[src/design/ptf_pkg.sv]
// ============================================================================
// ptf_pkg
// Shared types, codes and sine table math for the 2D point transform.
// ============================================================================
package ptf_pkg;

    localparam int unsigned PTF_FRAC_BITS = 16;

    localparam logic [1:0] ACT_TRANSLATE = 2'd0;
    localparam logic [1:0] ACT_SCALE     = 2'd1;
    localparam logic [1:0] ACT_ROTATE    = 2'd2;
    localparam logic [1:0] ACT_REFLECT   = 2'd3;

    localparam logic [1:0] QUAD_0 = 2'd0;
    localparam logic [1:0] QUAD_1 = 2'd1;
    localparam logic [1:0] QUAD_2 = 2'd2;
    localparam logic [1:0] QUAD_3 = 2'd3;

    localparam logic [63:0] PI_Q30  = 64'd3373259426;
    localparam logic [63:0] ONE_Q30 = 64'd1 << 30;

    typedef struct packed {
        logic [1:0]  action;
        logic [31:0] px;
        logic [31:0] py;
        logic [31:0] oa;
        logic [31:0] ob;
    } ptf_req_t;

    typedef struct packed {
        ptf_req_t    req;
        logic [1:0]  quad;
        logic [6:0]  rem;
    } ptf_ang_t;

    typedef struct packed {
        logic [31:0] m00;
        logic [31:0] m01;
        logic [31:0] m02;
        logic [31:0] m10;
        logic [31:0] m11;
        logic [31:0] m12;
        logic [31:0] px;
        logic [31:0] py;
    } ptf_mat_t;

    // sin(k deg) in Q30 by a fixed eight-term Taylor series, elaboration only
    function automatic logic [63:0] sine_q30(input int unsigned k);
        logic [63:0] x;
        logic [63:0] x2;
        logic [63:0] term;
        logic [63:0] sum;
        if (k == 0)
        begin
            return 64'd0;
        end
        if (k >= 90)
        begin
            return ONE_Q30;
        end
        x    = (64'(k) * PI_Q30 + 64'd90) / 64'd180;
        x2   = (x * x) >> 30;
        term = x;
        sum  = x;
        term = ((term * x2) >> 30) / 64'd6;
        sum  = sum - term;
        term = ((term * x2) >> 30) / 64'd20;
        sum  = sum + term;
        term = ((term * x2) >> 30) / 64'd42;
        sum  = sum - term;
        term = ((term * x2) >> 30) / 64'd72;
        sum  = sum + term;
        term = ((term * x2) >> 30) / 64'd110;
        sum  = sum - term;
        term = ((term * x2) >> 30) / 64'd156;
        sum  = sum + term;
        term = ((term * x2) >> 30) / 64'd210;
        sum  = sum - term;
        return sum;
    endfunction

    // table entry rounded half up to frac fraction bits
    function automatic logic [31:0] sine_fixed(input int unsigned k, input int unsigned frac);
        logic [63:0] t;
        t = sine_q30(k);
        return 32'((t + (64'd1 << (29 - frac))) >> (30 - frac));
    endfunction

endpackage

[src/design/ptf_angle.sv]
// ============================================================================
// ptf_angle
// Angle reduction: mod 360, doubling for reflect, quadrant split (3 stages).
// ============================================================================
module ptf_angle
    import ptf_pkg::*;
(
    input  logic            clk,
    input  logic            rst_n,
    input  logic            adv,
    input  logic            vld_in,
    input  ptf_req_t        req_in,
    input  logic [15:0]     angle_in,
    output logic            vld_out,
    output ptf_ang_t        ang_out
);

    // 92*360 offset makes the angle positive; 46603 ~ 2^24/360 (low by <1)
    localparam logic [16:0] ANG_OFS = 17'd33120;
    localparam logic [15:0] RECIP   = 16'd46603;

    logic        vld_s1_reg, vld_s2_reg, vld_s3_reg;
    ptf_req_t    req_s1_reg, req_s2_reg;
    logic [16:0] u_s1_reg;
    logic [32:0] prod_s1_reg;
    logic [8:0]  deg_s2_reg;
    ptf_ang_t    ang_s3_reg;

    logic [16:0] u_next;
    logic [32:0] prod_next;
    logic [8:0]  q_est;
    logic [16:0] r0;
    logic [8:0]  deg_next;
    logic [9:0]  d2;
    logic [9:0]  d2_mod;
    logic [8:0]  dsel;
    ptf_ang_t    ang_next;

    always_comb
    begin
        u_next    = 17'($signed({angle_in[15], angle_in}) + $signed(ANG_OFS));
        prod_next = 33'(u_next) * 33'(RECIP);
    end

    always_comb
    begin
        q_est    = prod_s1_reg[32:24];
        r0       = u_s1_reg - 17'(q_est) * 17'd360;
        deg_next = (r0 >= 17'd360) ? 9'(r0 - 17'd360) : 9'(r0);
    end

    always_comb
    begin
        d2     = {deg_s2_reg, 1'b0};
        d2_mod = (d2 >= 10'd360) ? (d2 - 10'd360) : d2;
        dsel   = (req_s2_reg.action == ACT_REFLECT) ? d2_mod[8:0] : deg_s2_reg;
        ang_next.req = req_s2_reg;
        if (dsel < 9'd90)
        begin
            ang_next.quad = QUAD_0;
            ang_next.rem  = 7'(dsel);
        end
        else if (dsel < 9'd180)
        begin
            ang_next.quad = QUAD_1;
            ang_next.rem  = 7'(dsel - 9'd90);
        end
        else if (dsel < 9'd270)
        begin
            ang_next.quad = QUAD_2;
            ang_next.rem  = 7'(dsel - 9'd180);
        end
        else
        begin
            ang_next.quad = QUAD_3;
            ang_next.rem  = 7'(dsel - 9'd270);
        end
    end

    always_ff @(posedge clk or negedge rst_n)
    begin
        if (!rst_n)
        begin
            vld_s1_reg <= 1'b0;
            vld_s2_reg <= 1'b0;
            vld_s3_reg <= 1'b0;
        end
        else if (adv)
        begin
            vld_s1_reg <= vld_in;
            vld_s2_reg <= vld_s1_reg;
            vld_s3_reg <= vld_s2_reg;
        end
    end

    always_ff @(posedge clk)
    begin
        if (adv)
        begin
            req_s1_reg  <= req_in;
            u_s1_reg    <= u_next;
            prod_s1_reg <= prod_next;
            req_s2_reg  <= req_s1_reg;
            deg_s2_reg  <= deg_next;
            ang_s3_reg  <= ang_next;
        end
    end

    assign vld_out = vld_s3_reg;
    assign ang_out = ang_s3_reg;

endmodule

[config.mk]
export PLATFORM = sky130hd
export DESIGN_NAME = ptf_angle
export DESIGN_NICKNAME = d
export VERILOG_FILES = /design/src/design/ptf_pkg.sv /design/src/design/ptf_angle.sv
export SDC_FILE = /design/constraint.sdc
export NUM_CORES = 1
export LEC_CHECK = 0
export ABC_AREA = 1
export BUFFER_PORTS_ARGS = -buffer_cell sky130_fd_sc_hd__buf_4
export CELL_PAD_IN_SITES_DETAIL_PLACEMENT = 1
export CELL_PAD_IN_SITES_GLOBAL_PLACEMENT = 1
export CORE_UTILIZATION = 40
export CTS_CLUSTER_SIZE = 28
export DETAILED_ROUTE_END_ITERATION = 10
export PLACE_DENSITY = 0.8
export SKIP_CTS_REPAIR_TIMING = 1
export SLEW_MARGIN = 15
export SYNTH_ARGS = -nofsm -noshare
export SYNTH_HDL_FRONTEND = slang
export SYNTH_SLANG_ARGS = --single-unit
[constraint.sdc]
create_clock -name clk -period 5.9 [get_ports clk]
set_input_delay 0.885 -clock clk [delete_from_list [all_inputs] [get_ports clk]]
set_output_delay 0.885 -clock clk [all_outputs]
set_load 0.02 [all_outputs]
[Yosys cells after proc, flatten, opt, wreduce, memory -nomap -nowiden]
Cells that the tools add are included.
Storage, ports and cells
  flip-flop bits (word level): 461
  output and inout port bits: 140
  logic and storage cells: 46
Operators by class
  $add $sub $neg: 7
  multiply operators: 2
  order comparisons: 5
  equal/unequal tests: 1
  mux-type cells: 6
  reductions and logical operators: 1
Operators with widths (count)
  multiplier 17 x 16 -> 33 bit, second input constant: 1
  2-to-1 mux 9 bit: 3
  subtractor 9 bit, second input constant: 2
  adder 16 x 17 -> 17 bit, second input constant: 1
  greater-or-equal comparator 17 x 9 -> 1 bit, second input constant: 1
  subtractor 17 bit: 1
  2-to-1 mux 8 bit: 2
  multiplier 9 x 6 -> 14 bit, second input constant: 1
  greater-or-equal comparator 10 x 9 -> 1 bit, second input constant: 1
  less-than comparator 9 x 7 -> 1 bit, second input constant: 1
  less-than comparator 9 x 8 -> 1 bit, second input constant: 1
  less-than comparator 9 bit, second input constant: 1
  2-to-1 mux 7 bit: 1
  subtractor 7 x 4 -> 7 bit, second input constant: 1
  subtractor 7 x 6 -> 7 bit, second input constant: 1
  subtractor 7 bit, second input constant: 1
  == test 2 bit, second input constant: 1
  OR reduction 2 bit: 1

[Longest topological paths before layout]
  depth in word-level cells: 7
  mapped depth: 27
  gate-level depth less buffers: 27

[Worst setup path before layout]
OpenSTA, ideal clock, no wires.
  path kind: input to register
  from: in angle_in[5]
  to: reg prod_s1_reg[32], data pin
  data arrival time: 5.942 ns
  path slack: -0.304 ns
  stages: 22
  path buffers: 0
  path through: inv_1 -> ha_1 -> inv_1 -> a21oi_1 -> xor2_1 -> ha_1 -> fa_1 -> fa_1 -> inv_1 -> fa_1 -> inv_1 -> fa_1 -> inv_1 -> fa_1 -> inv_1 -> ha_1 -> nand2_1 -> nor4_1 -> nand3_1 -> nand3_1 -> a21oi_1 -> xor2_1
Between the ends
  longest elaborated chain between the ends: 2
Ends and longest elaborated chain
  from (decl): RTL line ptf_angle.sv:13  | input logic [15:0] angle_in,
  adder 16 x 17 -> 17 bit: RTL line ptf_angle.sv:41  | u_next = 17'($signed({angle_in[15], angle_in}) + $signed(ANG_OFS));
  net u_next[9]: RTL line ptf_angle.sv:29  | logic [16:0] u_next;
  multiplier 17 x 16 -> 33 bit: RTL line ptf_angle.sv:42  | prod_next = 33'(u_next) * 33'(RECIP);
  net prod_next[32]: RTL line ptf_angle.sv:30  | logic [32:0] prod_next;
  to (signal assigned): RTL line ptf_angle.sv:102  | prod_s1_reg <= prod_next;
  to (decl): RTL line ptf_angle.sv:25  | logic [32:0] prod_s1_reg;
The timed path passes the listed nets, and every way through them passes these cells.
A chain may end at the register's enable or synchronous reset.

[Worst setup path in the final report]
  from: in angle_in[5]
  to: reg prod_s1_reg[24], data pin
Same word-level chain as after synthesis.

==> flow_metrics.tcl <==
set metrics [dict create \
    ios 290 \
    skew_ns 0.01766 \
    yosys.area.top_type_share 0.6373 \
    synth_top_cells_by_area "edfxtp_1, ha_1, fa_1, inv_1, nand2_1" \
    maxCapViolations 0 \
    first_pass_iters 5 \
    synth_top_cell_by_area "edfxtp_1" \
    core_um2 50270 \
    r2r_slack_ns 0.68 \
    die_width_um 228.1 \
    yosysSeqAreaShare 0.6409 \
    cts_tree "built" \
    hpwl_um 38170 \
    setup_viol 0 \
    synth_warnings 0 \
    largest_reg_flops 139 \
    fp-row-count 82 \
    status "finished clean" \
    slew_headroom 0.3041 \
    finalHoldWorstSlack_ns 0.1118 \
    synth_edf_count 434 \
    synth_commonest_cells "edfxtp_1, inv_1, ha_1, nand2_1, fa_1" \
    insertion_delay_ns 0.56 \
    port_buffers 289 \
    syn_inst 1438 \
    die_area_um2 52040 \
    grt_pass1_vias 13560 \
    vias_per_cell 4.783 \
    overflow 0 \
    arrival_ns 6.05 \
    crit_path_max_fanout 4 \
    drt_iter0_markers 643 \
    synth.distinct_cells 41 \
    drive_above_1_share 0.2573 \
    synthFlopType "edfxtp_1" \
    drc 0 \
    period_minus_slack_ns 5.715 \
    grt_antenna_before_repair 7 \
    path_common_cell "inv_1" \
    reg2reg_depth 22 \
    ys_seq_elements 437 \
    cts.sink_count 437 \
    worst-setup-path-type "primary input to flip-flop" \
    busiest_layer "met2" \
    worstPathRequired_ns 6.23 \
    start_kind "primary input" \
    cts_buffers 43 \
    clk_pin_slew_ns 0.07 \
    synth_nets 1838 \
    post-route-period-util 0.9686 \
    num-nets-final 2242 \
    drt_wl_total_um 50900 \
    yosysMostFrequentCell "edfxtp_1" \
    fp.dieH_um 228.1 \
    area_growth_pct 24.63 \
    grt.met2_usage 0.3639 \
    grt_max_degree 149 \
    slew_violations 0 \
    grtUsageMet3 0.03738 \
    min_path_type "primary input to asynchronous set/reset pin" \
    place.gp.congestion 0.9134 \
    grt_pass1_wl_um 77590 \
    tightest_slew_ns 1.044 \
    r2r_start "prod_s1_reg[26]$_DFFE_PP_" \
    root_buffer "clkbuf_16" \
    initial_utilization 0.4068 \
    crit_path_top_delay_cell "fa_1" \
    r2r_end "deg_s2_reg[5]$_DFFE_PP_" \
    ant_nets 0 \
    use_met1 0.2249 \
    end_kind "flip-flop" \
    grtUsageTotal 0.1969 \
    hold_viol_final 0 \
    worst_path_largest_cell_delay_ns 0.56 \
    netlist_area_um2 20450 \
    synthArstFlopShare 0.006865 \
    clk_path_buf_depth 3 \
    syn_area_per_cell_um2 14.22 \
    cts_htree_levels 2 \
    max_freq_mhz 175.0 \
    wl_per_cell_um 19.95 \
    num_vias 12210 \
]
[worst max path at each step]
stage / start / end / slack [ns] / depth (start not counted)
3_3_place_gp: angle_in[5] / prod_s1_reg[29]$_DFFE_PP_ / -0.29 / 21
3_5_place_dp: angle_in[5] / prod_s1_reg[32]$_DFFE_PP_ / -0.38 / 25
4_1_cts: angle_in[5] / prod_s1_reg[32]$_DFFE_PP_ / 0.20 / 25
6_report: angle_in[5] / prod_s1_reg[24]$_DFFE_PP_ / 0.18 / 25
5_1_grt: angle_in[5] / prod_s1_reg[32]$_DFFE_PP_ / -0.06 / 25
2_1_floorplan: angle_in[5] / prod_s1_reg[32]$_DFFE_PP_ / -0.01 / 22
[cell type report]
class                      count  area [um^2]
fill                        5149        24790
sequential                   437        13110
multi-input combinational    724         6440
timing repair buffer         359         2715
clock buffer                  47         1091
inverter                     277         1042
tap                          672        840.8
clock inverter                29        234.0
antenna                        7        17.52
[cell families (layout without fill, tap and decap cells)]
kind of cell / count (synthesis) / count (layout) / synth area share
buf+inv: 277 / 712 / 0.05084
compound gates: 117 / 117 / 0.03194
mux: 1 / 1 / 0.0005506
flops: 437 / 437 / 0.6409
other cells: 0 / 7 / 0
simple gates: 306 / 306 / 0.06907
xor+xnor: 50 / 50 / 0.02141
fa+ha+maj: 250 / 250 / 0.1853
[per-layer routing]
layer / share of wire / up-vias
li1: - / 5732
met1: 0.39 / 6042
met2: 0.53 / 355
met3: 0.050 / 78
met4: 0.032 / 0
met5: 0 / -
[critical path: cells and delay by family]
kind	cells	cell delay (ns)
fa+ha+maj	8	3.00
buf+inv	9	0.76
compound gates	4	0.61
simple gates	2	0.40
xor+xnor	2	0.39
[per-stage QoR]
stage | TNS [ns] | std cells | instance area, um^2 | setup WS [ns] | util
final | 0 | 2552 | 25490 | 0.1850 | 0.5070
after global routing | -0.2196 | 2552 | 25490 | -0.05764 | 0.5070
after CTS | 0 | 2543 | 25400 | 0.2014 | 0.5053
after detailed placement | -3.001 | 2467 | 24080 | -0.3846 | 0.4789
after global placement | -2.038 | 2467 | 24080 | -0.2933 | 0.4789
after floorplan | -0.01507 | 1438 | 20530 | -0.01097 | -
[placed cells by master (no fill, tap or decap), types with 43 or more instances in the layout]
cell	count
nand2_1	141
clkbuf_16	43
edfxtp_1	434
buf_4	357
nand3_1	51
fa_1	88
nor2_1	53
ha_1	158
inv_1	266
a21oi_1	52
Power is left out: the tool's default activity adds up to more than one toggle a clock period on the data nets, which glitch-free logic cannot reach.
